`src/design/lrg_pkg.sv`:
```
package lrg_pkg;

  localparam int SAMPLE_W = 16;
  localparam int RATE_W   = 17;
  localparam int PHASE_W  = 24;

  localparam logic [RATE_W-1:0] IN_RATE_RESET  = 17'd22050;
  localparam logic [RATE_W-1:0] OUT_RATE_RESET = 17'd16000;
  localparam logic [RATE_W-1:0] GAIN_RESET     = 17'd65536;

  // configuration register indexes
  localparam logic [1:0] REG_IN_RATE  = 2'd0;
  localparam logic [1:0] REG_OUT_RATE = 2'd1;
  localparam logic [1:0] REG_GAIN     = 2'd2;

  localparam int          QUEUE_DEPTH = 4;
  localparam logic [3:0]  MAX_RES     = 4'd8;

  // serial divider step counts
  localparam logic [4:0] DIV_INTERP_STEPS = 5'd16;
  localparam logic [4:0] DIV_SKIP_STEPS   = 5'd24;

  typedef struct packed {
    logic signed [SAMPLE_W-1:0] sample;
    logic                       last;
  } q_item_t;

  typedef struct packed {
    logic               start;
    logic [RATE_W-1:0]  divisor;
    logic [RATE_W-1:0]  rem_init;
    logic [PHASE_W-1:0] bits;
    logic [4:0]         steps;
  } div_req_t;

  typedef struct packed {
    logic       idle;
    logic       pend_valid;
    logic [3:0] n;
  } back_stat_t;

endpackage

```
`src/design/lrg_fifo.sv`:
```
module lrg_fifo #(
  parameter int DEPTH = lrg_pkg::QUEUE_DEPTH
) (
  input  logic             clk,
  input  logic             rst,
  input  logic             push,
  input  lrg_pkg::q_item_t wdata,
  output logic             full,
  input  logic             pop,
  output lrg_pkg::q_item_t rdata,
  output logic             empty
);

  localparam int AW = (DEPTH > 1) ? $clog2(DEPTH) : 1;
  localparam int CW = $clog2(DEPTH + 1);

  lrg_pkg::q_item_t mem [DEPTH];
  logic [AW-1:0] wr_ptr;
  logic [AW-1:0] rd_ptr;
  logic [CW-1:0] count;

  assign full  = (count == CW'(DEPTH));
  assign empty = (count == '0);
  assign rdata = mem[rd_ptr];

  always_ff @(posedge clk) begin
    if (push) begin
      mem[wr_ptr] <= wdata;
    end
  end

  always_ff @(posedge clk) begin
    if (rst) begin
      wr_ptr <= '0;
      rd_ptr <= '0;
      count  <= '0;
    end else begin
      if (push) begin
        wr_ptr <= (wr_ptr == AW'(DEPTH - 1)) ? '0 : wr_ptr + 1'b1;
      end
      if (pop) begin
        rd_ptr <= (rd_ptr == AW'(DEPTH - 1)) ? '0 : rd_ptr + 1'b1;
      end
      case ({push, pop})
        2'b10:   count <= count + 1'b1;
        2'b01:   count <= count - 1'b1;
        default: count <= count;
      endcase
    end
  end

endmodule

```
`src/design/lrg_front.sv`:
```
module lrg_front (
  input  logic                         clk,
  input  logic                         rst,
  input  logic                         s_axis_tvalid,
  output logic                         s_axis_tready,
  input  logic [lrg_pkg::SAMPLE_W-1:0] s_axis_tdata,
  input  logic                         s_axis_tlast,
  input  logic [lrg_pkg::RATE_W-1:0]   gain,
  input  logic                         q_full,
  output logic                         q_push,
  output lrg_pkg::q_item_t             q_wdata
);

  logic                                st_valid;
  logic signed [32:0]                  st_prod;
  logic                                st_unity;
  logic signed [lrg_pkg::SAMPLE_W-1:0] st_raw;
  logic                                st_last;
  logic signed [32:0]                  rounded;

  assign q_push        = st_valid && !q_full;
  assign s_axis_tready = !st_valid || !q_full;

  always_ff @(posedge clk) begin
    if (rst) begin
      st_valid <= 1'b0;
    end else if (s_axis_tready) begin
      st_valid <= s_axis_tvalid;
    end
  end

  always_ff @(posedge clk) begin
    if (s_axis_tvalid && s_axis_tready) begin
      st_prod  <= $signed(s_axis_tdata) * $signed({1'b0, gain[15:0]});
      st_unity <= gain[16];
      st_raw   <= $signed(s_axis_tdata);
      st_last  <= s_axis_tlast;
    end
  end

  // round toward zero before the arithmetic shift
  always_comb begin
    rounded = st_prod + (st_prod[32] ? 33'sd65535 : 33'sd0);
    q_wdata.last   = st_last;
    q_wdata.sample = st_unity ? st_raw : rounded[31:16];
  end

endmodule

```
`src/design/lrg_div.sv`:
```
module lrg_div (
  input  logic                       clk,
  input  logic                       rst,
  input  lrg_pkg::div_req_t          req,
  output logic                       done,
  output logic [15:0]                quot,
  output logic [lrg_pkg::RATE_W-1:0] rem
);

  logic                               busy;
  logic [4:0]                         cnt;
  logic [lrg_pkg::PHASE_W-1:0]        sh;
  logic [lrg_pkg::RATE_W-1:0]         divisor;
  logic [lrg_pkg::RATE_W:0]           trial;
  logic                               fits;

  always_comb begin
    trial = {rem, sh[lrg_pkg::PHASE_W-1]};
    fits  = (trial >= {1'b0, divisor});
  end

  always_ff @(posedge clk) begin
    if (rst) begin
      busy <= 1'b0;
      done <= 1'b0;
    end else begin
      if (req.start) begin
        busy <= 1'b1;
        done <= 1'b0;
      end else if (busy && cnt == 5'd1) begin
        busy <= 1'b0;
        done <= 1'b1;
      end else begin
        done <= 1'b0;
      end
    end
  end

  always_ff @(posedge clk) begin
    if (req.start) begin
      cnt     <= req.steps;
      sh      <= req.bits;
      rem     <= req.rem_init;
      divisor <= req.divisor;
      quot    <= '0;
    end else if (busy) begin
      cnt  <= cnt - 1'b1;
      sh   <= {sh[lrg_pkg::PHASE_W-2:0], 1'b0};
      quot <= {quot[14:0], fits};
      rem  <= fits ? lrg_pkg::RATE_W'(trial - {1'b0, divisor}) : trial[lrg_pkg::RATE_W-1:0];
    end
  end

endmodule

```
`src/design/lrg_back.sv`:
```
module lrg_back (
  input  logic                         clk,
  input  logic                         rst,
  input  logic [lrg_pkg::RATE_W-1:0]   ir,
  input  logic [lrg_pkg::RATE_W-1:0]   orr,
  input  logic                         item_valid,
  input  lrg_pkg::q_item_t             item,
  output logic                         pop,
  output lrg_pkg::div_req_t            div_req,
  input  logic                         div_done,
  input  logic [15:0]                  div_quot,
  input  logic [lrg_pkg::RATE_W-1:0]   div_rem,
  output logic                         m_axis_tvalid,
  input  logic                         m_axis_tready,
  output logic [lrg_pkg::SAMPLE_W-1:0] m_axis_tdata,
  output logic                         m_axis_tlast,
  output lrg_pkg::back_stat_t          stat
);

  localparam logic [3:0] ST_IDLE  = 4'd0;
  localparam logic [3:0] ST_LOOP  = 4'd1;
  localparam logic [3:0] ST_MUL   = 4'd2;
  localparam logic [3:0] ST_SUM   = 4'd3;
  localparam logic [3:0] ST_DIVW  = 4'd4;
  localparam logic [3:0] ST_EMIT  = 4'd5;
  localparam logic [3:0] ST_SKIP  = 4'd6;
  localparam logic [3:0] ST_SKIPW = 4'd7;
  localparam logic [3:0] ST_POST  = 4'd8;
  localparam logic [3:0] ST_TAIL  = 4'd9;
  localparam logic [3:0] ST_FIN   = 4'd10;

  localparam int PW = lrg_pkg::PHASE_W;
  localparam int SW = lrg_pkg::SAMPLE_W;

  logic [3:0]           state;
  logic signed [PW-1:0] phase;
  logic signed [SW-1:0] prev;
  logic                 chunk_start;
  logic signed [SW-1:0] cur_s;
  logic                 cur_last;
  logic [3:0]           n;
  logic signed [33:0]   prod_a;
  logic signed [33:0]   prod_b;
  logic                 q_neg;
  logic signed [SW-1:0] emit_val;
  logic                 from_tail;
  logic signed [SW-1:0] pend_val;
  logic                 pend_valid;

  logic signed [PW-1:0] ir_s;
  logic signed [PW-1:0] orr_s;
  logic signed [PW-1:0] p_plus_ir;
  logic signed [PW-1:0] neg_p;
  logic signed [PW-1:0] r;
  logic signed [34:0]   a_sum;
  logic [34:0]          a_mag;
  logic                 out_free;
  logic                 out_load;

  always_comb begin
    ir_s      = $signed({7'd0, ir});
    orr_s     = $signed({7'd0, orr});
    p_plus_ir = phase + ir_s;
    neg_p     = -phase;
    r         = phase + orr_s;
    a_sum     = 35'(prod_a) + 35'(prod_b);
    a_mag     = a_sum[34] ? 35'(-a_sum) : 35'(a_sum);
    out_free  = !m_axis_tvalid || m_axis_tready;
    out_load  = pend_valid && out_free && ((state == ST_EMIT) || (state == ST_FIN));
    pop       = (state == ST_IDLE) && item_valid;

    div_req = '0;
    case (state)
      ST_SUM: begin
        div_req.start    = 1'b1;
        div_req.divisor  = orr;
        div_req.rem_init = a_mag[32:16];
        div_req.bits     = {a_mag[15:0], 8'd0};
        div_req.steps    = lrg_pkg::DIV_INTERP_STEPS;
      end
      ST_SKIP: begin
        div_req.start    = 1'b1;
        div_req.divisor  = ir;
        div_req.bits     = neg_p;
        div_req.steps    = lrg_pkg::DIV_SKIP_STEPS;
      end
      default: begin
        div_req = '0;
      end
    endcase

    stat.idle       = (state == ST_IDLE);
    stat.pend_valid = pend_valid;
    stat.n          = n;
  end

  always_ff @(posedge clk) begin
    if (rst) begin
      state         <= ST_IDLE;
      phase         <= '0;
      prev          <= '0;
      chunk_start   <= 1'b1;
      n             <= '0;
      pend_valid    <= 1'b0;
      m_axis_tvalid <= 1'b0;
    end else begin
      if (out_load) begin
        m_axis_tvalid <= 1'b1;
      end else if (m_axis_tready) begin
        m_axis_tvalid <= 1'b0;
      end
      case (state)
        ST_IDLE: begin
          if (item_valid) begin
            cur_s    <= item.sample;
            cur_last <= item.last;
            n        <= '0;
            state    <= chunk_start ? ST_POST : ST_LOOP;
          end
        end
        ST_LOOP: begin
          if (!phase[PW-1]) begin
            state <= ST_POST;
          end else if (cur_last && (p_plus_ir > orr_s)) begin
            state <= ST_POST;
          end else if (n == lrg_pkg::MAX_RES) begin
            state <= cur_last ? ST_POST : ST_SKIP;
          end else begin
            state <= ST_MUL;
          end
        end
        ST_MUL: begin
          prod_a <= prev * $signed(neg_p[17:0]);
          prod_b <= cur_s * $signed(r[17:0]);
          state  <= ST_SUM;
        end
        ST_SUM: begin
          q_neg <= a_sum[34];
          state <= ST_DIVW;
        end
        ST_DIVW: begin
          if (div_done) begin
            emit_val  <= q_neg ? $signed(-div_quot) : $signed(div_quot);
            from_tail <= 1'b0;
            state     <= ST_EMIT;
          end
        end
        ST_EMIT: begin
          // hold the newest result back until we know whether it ends the run
          if (!pend_valid || out_free) begin
            if (pend_valid) begin
              m_axis_tdata <= pend_val;
              m_axis_tlast <= 1'b0;
            end
            pend_val   <= emit_val;
            pend_valid <= 1'b1;
            phase      <= p_plus_ir;
            n          <= n + 1'b1;
            state      <= from_tail ? ST_TAIL : ST_LOOP;
          end
        end
        ST_SKIP: begin
          state <= ST_SKIPW;
        end
        ST_SKIPW: begin
          // advance phase to the first step at or past zero
          if (div_done) begin
            phase <= (div_rem == '0) ? '0 : ir_s - $signed({7'd0, div_rem});
            state <= ST_POST;
          end
        end
        ST_POST: begin
          phase       <= phase - orr_s;
          prev        <= cur_s;
          chunk_start <= 1'b0;
          state       <= cur_last ? ST_TAIL : ST_FIN;
        end
        ST_TAIL: begin
          if ((p_plus_ir <= $signed(24'd0)) && (n < lrg_pkg::MAX_RES)) begin
            emit_val  <= cur_s;
            from_tail <= 1'b1;
            state     <= ST_EMIT;
          end else begin
            phase       <= '0;
            chunk_start <= 1'b1;
            state       <= ST_FIN;
          end
        end
        ST_FIN: begin
          if (!pend_valid) begin
            state <= ST_IDLE;
          end else if (out_free) begin
            m_axis_tdata <= pend_val;
            m_axis_tlast <= 1'b1;
            pend_valid   <= 1'b0;
            state        <= ST_IDLE;
          end
        end
        default: begin
          state <= ST_IDLE;
        end
      endcase
    end
  end

endmodule

```
`src/design/linear_resampler_with_gain_core.sv`:
```
// Linear-interpolation resampler with gain for 16-bit mono PCM.
// Input beats arrive on s_axis: tdata is the sample, tlast closes a chunk.
// Each sample is scaled by gain (unsigned Q1.16, clamped to unity) and the
// stream is resampled from in_rate to out_rate; phase restarts after every
// chunk, and a chunk's last sample flushes its tail outputs.
// Output beats leave on m_axis: tdata is the resampled sample, tlast marks
// the last output caused by one input beat. An input may cause no output.
// Configuration: cfg_wr_en writes cfg_wdata to register cfg_index
// (in_rate, out_rate, gain); write only while the block is idle.
// Flow: the front stage takes a beat every cycle while the four-entry queue
// has room. The back sequencer computes each interpolated output with a
// 16-step serial divide on out_rate; a tail output needs no divide. When
// more than 8 outputs fall on one sample, the phase skip adds a 24-step
// remainder divide on in_rate. An output leaves only once the next result
// of its sample is ready or the sample is finished, since a result is held
// until the next one shows whether it ends the run.
// Reset restores the default rates and unity gain, clears the phase and
// empties the queue. When m_axis stalls, the back part holds and the queue
// fills, after which s_axis_tready drops; nothing is lost.
module linear_resampler_with_gain_core #(
  parameter int QUEUE_DEPTH = lrg_pkg::QUEUE_DEPTH
) (
  input  logic        clk,
  input  logic        rst,
  input  logic        s_axis_tvalid,
  output logic        s_axis_tready,
  input  logic [15:0] s_axis_tdata,   // [15:0] sample
  input  logic        s_axis_tlast,
  output logic        m_axis_tvalid,
  input  logic        m_axis_tready,
  output logic [15:0] m_axis_tdata,   // [15:0] out_sample
  output logic        m_axis_tlast,
  input  logic        cfg_wr_en,
  input  logic [1:0]  cfg_index,
  input  logic [16:0] cfg_wdata
);

  logic [lrg_pkg::RATE_W-1:0] in_rate;
  logic [lrg_pkg::RATE_W-1:0] out_rate;
  logic [lrg_pkg::RATE_W-1:0] gain;
  logic [lrg_pkg::RATE_W-1:0] ir_eff;
  logic [lrg_pkg::RATE_W-1:0] orr_eff;

  logic                       q_push;
  logic                       q_full;
  logic                       q_empty;
  logic                       q_pop;
  lrg_pkg::q_item_t           q_wdata;
  lrg_pkg::q_item_t           q_rdata;
  lrg_pkg::div_req_t          div_req;
  logic                       div_done;
  logic [15:0]                div_quot;
  logic [lrg_pkg::RATE_W-1:0] div_rem;
  lrg_pkg::back_stat_t        stat;

  always_ff @(posedge clk) begin
    if (rst) begin
      in_rate  <= lrg_pkg::IN_RATE_RESET;
      out_rate <= lrg_pkg::OUT_RATE_RESET;
      gain     <= lrg_pkg::GAIN_RESET;
    end else if (cfg_wr_en) begin
      case (cfg_index)
        lrg_pkg::REG_IN_RATE:  in_rate  <= cfg_wdata;
        lrg_pkg::REG_OUT_RATE: out_rate <= cfg_wdata;
        lrg_pkg::REG_GAIN:     gain     <= cfg_wdata;
        default: begin
          in_rate <= in_rate;
        end
      endcase
    end
  end

  // a zero rate acts as one
  assign ir_eff  = (in_rate == '0) ? 17'd1 : in_rate;
  assign orr_eff = (out_rate == '0) ? 17'd1 : out_rate;

  lrg_front u_front (
    .clk           (clk),
    .rst           (rst),
    .s_axis_tvalid (s_axis_tvalid),
    .s_axis_tready (s_axis_tready),
    .s_axis_tdata  (s_axis_tdata),
    .s_axis_tlast  (s_axis_tlast),
    .gain          (gain),
    .q_full        (q_full),
    .q_push        (q_push),
    .q_wdata       (q_wdata)
  );

  lrg_fifo #(
    .DEPTH (QUEUE_DEPTH)
  ) u_fifo (
    .clk   (clk),
    .rst   (rst),
    .push  (q_push),
    .wdata (q_wdata),
    .full  (q_full),
    .pop   (q_pop),
    .rdata (q_rdata),
    .empty (q_empty)
  );

  lrg_div u_div (
    .clk  (clk),
    .rst  (rst),
    .req  (div_req),
    .done (div_done),
    .quot (div_quot),
    .rem  (div_rem)
  );

  lrg_back u_back (
    .clk           (clk),
    .rst           (rst),
    .ir            (ir_eff),
    .orr           (orr_eff),
    .item_valid    (!q_empty),
    .item          (q_rdata),
    .pop           (q_pop),
    .div_req       (div_req),
    .div_done      (div_done),
    .div_quot      (div_quot),
    .div_rem       (div_rem),
    .m_axis_tvalid (m_axis_tvalid),
    .m_axis_tready (m_axis_tready),
    .m_axis_tdata  (m_axis_tdata),
    .m_axis_tlast  (m_axis_tlast),
    .stat          (stat)
  );

  a_no_push_full: assert property (@(posedge clk) disable iff (rst) q_push |-> !q_full)
    else $error("queue written while full");

  a_run_bound: assert property (@(posedge clk) disable iff (rst)
    stat.n <= lrg_pkg::MAX_RES)
    else $error("more results than allowed for one sample");

  a_idle_flushed: assert property (@(posedge clk) disable iff (rst)
    stat.idle |-> !stat.pend_valid)
    else $error("held result left behind when sequencer went idle");

  a_reset_quiet: assert property (@(posedge clk) rst |=> !m_axis_tvalid)
    else $error("output valid right after reset");

endmodule

```
`config.mk`:
```
export PLATFORM = sky130hd
export DESIGN_NAME = linear_resampler_with_gain_core
export DESIGN_NICKNAME = d
export VERILOG_FILES = /design/src/design/lrg_pkg.sv /design/src/design/lrg_fifo.sv /design/src/design/lrg_front.sv /design/src/design/lrg_div.sv /design/src/design/lrg_back.sv /design/src/design/linear_resampler_with_gain_core.sv
export SDC_FILE = /design/constraint.sdc
export NUM_CORES = 2
export LEC_CHECK = 0
export ABC_AREA = 0
export BUFFER_PORTS_ARGS = -buffer_cell sky130_fd_sc_hd__buf_2
export CAP_MARGIN = 20
export CORE_MARGIN = 8
export CORE_UTILIZATION = 50
export DETAILED_ROUTE_END_ITERATION = 8
export HOLD_SLACK_MARGIN = 0.12
export PLACE_DENSITY = 0.74
export SYNTH_ARGS = -nofsm -noshare
export SYNTH_HDL_FRONTEND = slang
export SYNTH_SLANG_ARGS = --single-unit
```
`constraint.sdc`:
```
create_clock -name clk -period 23.9 [get_ports clk]
set_input_delay 3.585 -clock clk [delete_from_list [all_inputs] [get_ports clk]]
set_output_delay 3.585 -clock clk [all_outputs]
set_load 0.05 [all_outputs]
```
* After elaboration in Yosys (flattened, before gate mapping)
Memory sizes are Yosys's and may differ from the RTL's. A register that Yosys moved wholly into a read port is not among the register bits.
Cells that the tools add are included.
Widths: inputs -> output; s select.
** Word-level totals
- Flip-flop bits (word level) :: 361
- RAM bits :: 68
- Bits of input ports :: 41
- Output and inout bits :: 19
- Word-level logic and storage cells :: 206
- Memories kept :: 1
** Memory list
- u_fifo.mem :: words 4, width 17, read ports 1, clocked after memory_dff 1, wr ports 1, line lrg_fifo.sv:17 : lrg_pkg::q_item_t mem [DEPTH];
** Cells by class
- Add/sub/neg operators :: 16
- Multiply operators :: 3
- $lt $le $gt $ge :: 4
- Eq/ne operators :: 29
- Muxes and demuxes :: 71
- Bitwise operators :: 2
- Reduce and logical (&&, ||, !) cells :: 47
** Operators with widths (number)
- $mux 16 :: 9
- $mux 24 :: 6
- $mux 17 :: 6
- $pmux 24 s4 :: 1
- $mul 16x18->34 :: 2
- $pmux 16 s2 :: 2
- $mux 4 :: 15
- $pmux 29 s2 :: 1
- $logic_not 17->1 :: 3
- $pmux 4 s11 :: 1
- $pmux 18 s2 :: 1
- $add 34x34->35 :: 1
- $mul 16x17->33 :: 1
- $mux 33 :: 1
- $neg 33->33 :: 1
- $add 32x32->32 :: 1
- $add 24x18->24 :: 1
- $gt 24x18->1 :: 1
- $le 24x1->1 const B :: 1
- $neg 24->24 :: 1
- $sub 24x18->24 :: 1
- $add 18x18->18 :: 1
- $ge 18x17->1 :: 1
- $sub 17x17->18 :: 1
- other kinds (40) :: 112

* Longest topological paths before layout
- Depth in word-level cells :: 8
- Mapped depth :: 40
- Gate-level depth less buffers :: 40

* By module
From an unflattened synthesis, not the netlist that was laid out.
** Second synthesis, totals
- Cells, all modules :: 6015
- Area total of the unflattened synthesis :: 56554.2 µm²
** By module, submodules not included
- lrg_back :: times used 1, cells each 3997, area each 35730.5 µm², seq. area each 5104.9 µm²
- lrg_front :: times used 1, cells each 1251, area each 11537.3 µm², seq. area each 1551.5 µm²
- lrg_div :: times used 1, cells each 360, area each 4287.9 µm², seq. area each 2252.2 µm²
- lrg_fifo :: times used 1, cells each 137, area each 2940.3 µm², seq. area each 2222.1 µm²
- linear_resampler_with_gain_core :: times used 1, cells each 270, area each 2058.2 µm², seq. area each 1021.0 µm²

* Worst setup path before layout
Ideal clock, no wire load.
- Path kind :: input -> register
- Start :: in rst
- End :: reg u_back.prod_a[0] (enable)
- Library setup time :: 0.662 ns
- Data arrival time :: 10.467 ns
- Data required time :: 23.238 ns
- Setup slack :: 12.772 ns
- Stages on the path :: 3
- Path buffers :: 2
- Cells stage by stage :: clkbuf_1 -> clkbuf_1 -> nor4_1
** On the way
- Cells in the longest elaborated chain, start to end :: 2
** RTL lines
- from (decl) :: line linear_resampler_with_gain_core.sv:24 : input logic rst,
- $not 1->1 (no source line)
- $reduce_and 2->1 (no source line)
- to (signal assigned) :: line lrg_back.sv:133 : prod_a <= prev * $signed(neg_p[17:0]);
- to (decl) :: line lrg_back.sv:42 : logic signed [33:0] prod_a;
Every way passes these cells.
A chain may end at the register's enable or synchronous reset.

* Worst setup path after layout
- Start :: reg out_rate[11] in the netlist's numbering
- End :: reg u_back.prod_b[31] (data pin)
** On the way
- Cells in the longest elaborated chain, start to end :: 4
** RTL lines
- from (decl) :: line linear_resampler_with_gain_core.sv:39 : logic [lrg_pkg::RATE_W-1:0] out_rate;
- from (signal assigned) :: line linear_resampler_with_gain_core.sv:59 : out_rate <= lrg_pkg::OUT_RATE_RESET;
- from (signal assigned) :: line linear_resampler_with_gain_core.sv:64 : lrg_pkg::REG_OUT_RATE: out_rate <= cfg_wdata;
- $logic_not 17->1 :: line linear_resampler_with_gain_core.sv:75 : assign orr_eff = (out_rate == '0) ? 17'd1 : out_rate;
- $mux 17 (*) :: line linear_resampler_with_gain_core.sv:75
- $add 18x18->18 (*) :: line lrg_back.sv:65 : r = phase + orr_s;
- $mul 16x18->34 (*) :: line lrg_back.sv:134 : prod_b <= cur_s * $signed(r[17:0]);
- to (signal assigned) :: line lrg_back.sv:134
- to (decl) :: line lrg_back.sv:43 : logic signed [33:0] prod_b;
Every way passes the cells marked *; elsewhere a longest branch is shown, timed or not.

==> run summary <==
The run finished with clean final reports. After clock tree synthesis, the repair step resized 0 gates. For the worst setup path, the data required time is 24.31 ns. Setup repair after global routing left no endpoint under its margin.

For hold timing, the worst endpoint is u_back.pend_val[5]$_DFFE_PP_. In this run the tool buffered the top-level ports with 59 buffer cells. The start point of the worst hold path was u_back.emit_val[5]$_DFFE_PP_. For the total clock buffers created by CTS, the log shows 53. Highest signal layer in the routed design: met4. The number of pins with negative max-slew slack in the final report is 0, and the final hold violation count is 0. For the routed length on met3, the log shows 12,400 µm.

The floorplan step defined a core boundary enclosing 111,000 µm². Ranked by total cell area, the synthesized netlist is headed by fa_1, edfxtp_1, ha_1. The post-route clock skew is 0.0626 ns, and the sequential cell area fraction in the yosys report is 21.7%. The width of the die works out to 350 µm.

The number of antenna violations at the first check in global routing came out at 1. The top achievable clock speed is 0.0995 GHz, and the number of antenna-violating nets in the routed design is 0. For the pin count of the biggest net entering global routing, the log shows 76. The worst setup path is captured at a register. The depth of the CTS H-tree is 2.

The run gives 147,000 µm as the total wire length. Dividing the synthesized area by the synthesized cell count gives 9.34 µm². After layout, the worst setup slack is 13.85 ns. The worst register-to-register path has a setup slack of 13.85 ns. For this design, the CTS-stage hold fixing added 0 buffers. For the worst flop-to-flop path, the logic depth is 37.

Global routing used 23.9% of the available tracks. Top cell type's share of synthesized area: 27.8%. The first global-routing pass estimated 233,000 µm of wire. Clock-pin slew was measured on the worst setup and hold paths at 0.06 ns. After the last flow step, the layout net total stands at 7,177. The placement row count was 122; the reported max-cap violation count was 0. The vertical die dimension is 350 µm, and the async set or reset register ratio after synthesis is 0%. After detailed routing, the wire length on met1 is 60,300 µm.

On the final layout, the worst hold slack is 0.413 ns. The HPWL reported at the end of detailed placement came out at 114,000 µm. The cell area that synthesis handed to floorplanning was 55,800 µm². The first routing iteration left 3,374 violations.

During synthesis, Yosys emitted a total of 0 warnings. The number of distinct library cells after synthesis is 102. Path type of the worst min-delay path: reg2reg. At the placement stage, the worst setup path has a slack of 13.39 ns. The final routed DRC violation total is 0. The most used flip-flop cell after synthesis is edfxtp_1. The initial utilization of the core area, before any placement, comes to 50.4%.

In this run the count of I/O pins placed on the die edge is 60. After detailed routing, the met2 layer carries 68,600 µm of wire. Synthesis produced a netlist whose cell count is 5,978. The flip-flop and latch count after synthesis was 446; the depth of the worst hold-timing path was 0.

The total negative slack is 0 ns, and the slew of the pin with the lowest slew margin is 1.30 ns. The worst slew margin relative to its limit is 13.5%, and the fraction of final layout cells with drive strength greater than 1 is 5.21%. Counting every net in the synthesized netlist gives 7,253.

The congestion estimate from routability-driven global placement came to 0.940. From synthesis to final layout, the design area changed by 6.51%. At the later pin of the worst-skew pair, clock insertion delay measures 0.67 ns. The tree is rooted in a clkbuf_16.

The slowest stage of the critical path belongs to the cell fa_1. The most common cell in the synthesized netlist is inv_1. The run gives 3 as the largest buffer count on any clock path. The synthesized design contains 318 enable-type register cells. TritonCTS built the clock tree. Critical-path maximum fanout: 16. The critical path in this run is classified as reg2reg. For the via count, the log shows 42,036.

The most numerous cell type found on the critical path is fa_1. For the detailed-routing iteration count for the pre-antenna-repair pass, the log shows 6. STA classifies the critical path startpoint as a register.

The run gives 0 as the number of buffers added for setup after CTS. After global routing the overflow that remains totals 0. The floorplan step defined a die boundary enclosing 123,000 µm².

The worst path uses 42.1% of the clock period. In the routed layout, each cell is associated on average with a via count of 5.65. The clock sink count came out at 446. fa_1 takes more of the synthesized area than any other cell. After layout, the minimum clock period comes to 10.05 ns. The largest single stage delay on the critical path is 0.54 ns. The worst register-to-register path begins at out_rate[11]$_SDFFE_PP1P_.

The critical path data arrival time is 10.46 ns, and the final count of negative-setup-slack endpoints is 0. The endpoint identified for the worst register-to-register timing path is u_back.prod_b[31]$_DFFE_PP_. By count the netlist is led by inv_1, fa_1, nand2_1, ha_1, and2_1.

The average wire per cell in the routed design works out to 19.7 µm. The run gives 43,383 as the number of global-route vias before repair. The layout has 9,681 filler cells.
==> through the flow <==
step / utilization (%) / cells / cell area (µm²)
floorplan: - / 5978 / 55800
global placement: 52.0 / 7333 / 57600
detailed placement: 52.0 / 7333 / 57600
CTS: 53.7 / 7431 / 59400
global route: 53.7 / 7433 / 59500
finish: 53.7 / 7434 / 59500
==> worst max path at each step <==
stage                                    startpoint                       endpoint  slack [ns]  depth (start not counted)
final                     out_rate[11]$_SDFFE_PP1P_    u_back.prod_b[31]$_DFFE_PP_       13.85                         37
after global routing      out_rate[11]$_SDFFE_PP1P_    u_back.prod_b[33]$_DFFE_PP_       13.35                         38
after floorplan                                 rst     u_back.prod_a[0]$_DFFE_PP_       12.77                          3
after detailed placement            s_axis_tdata[1]  u_front.st_prod[30]$_DFFE_PP_       13.39                         25
after CTS                 out_rate[11]$_SDFFE_PP1P_    u_back.prod_b[31]$_DFFE_PP_       13.90                         37
after global placement              s_axis_tdata[1]  u_front.st_prod[30]$_DFFE_PP_       13.51                         25
==> metal layers <==
metal,GRT usage [%],vias up
met5,0,-
met4,8.66,0
met3,4.39,329
met2,39.7,1713
met1,31.3,20856
li1,-,19138
==> layout by cell type (no fill, tap or decap), types with 25 or more instances in the layout <==
master     count
xnor2_1      186
nor2b_1       53
fa_1         776
inv_1        999
nor2_1       252
o22ai_1       26
nor4_1        25
edfxtp_1     318
a21o_1        70
o21ai_0      188
buf_2         58
nand2_1      775
nor3_1        88
nand3_1       63
o21a_1        35
and2_1       336
a21oi_1      254
a31oi_1       35
xor2_1       101
nand2b_1      71
dfxtp_1      128
clkbuf_16     53
a211oi_1      32
buf_4         83
and3_1        32
ha_1         458
mux2i_1       33
==> worst max-delay path, delay by kind of cell (launching register included) <==
| family | cells | cell delay [ns] |
|---|---|---|
| DFF | 1 | 0.32 |
| and+or+nand+nor | 3 | 0.63 |
| xor gates and xnor gates | 2 | 0.23 |
| AOI/OAI and AO/OA | 18 | 4.01 |
| adders and majority gates | 9 | 4.08 |
| buffers and inverters | 5 | 0.49 |
==> final cells by class <==
cell class              instances  area [µm²]  area share [%]
diodes                          1        2.50         0.00421
clock buffers                  56        1350            2.27
clock inverters                42         477           0.802
inverters                    1000        3750            6.31
multi-input cells            4258       39000            65.5
flip-flops and latches        446       12100            20.4
well taps                    1488        1860            3.13
repair buffers                143         952            1.60
==> state kept, by name, indices dropped and copies added, names as in the netlist, 17 cells and up <==
register,cells
u_fifo.mem,68
u_back.prod_a,34
u_back.prod_b,34
u_front.st_prod,33
u_back.phase,24
u_div.sh,24
gain,17
in_rate,17
out_rate,17
u_div.divisor,17
u_div.rem,17
==> cell families (layout without fill, tap and decap cells) <==
group,after synthesis,in the layout,share of synthesized area [%]
AOI/OAI and AO/OA,859,859,9.83
xor gates and xnor gates,289,289,4.57
adders and majority gates,1237,1237,38.1
buffers and inverters,1274,1241,8.65
DFF,446,446,21.7
muxes,52,52,1.32
other,0,1,0
and+or+nand+nor,1821,1821,15.8
Power is not shown: default switching activity piles up to over one toggle a cycle in this logic, so the estimate is an artifact.
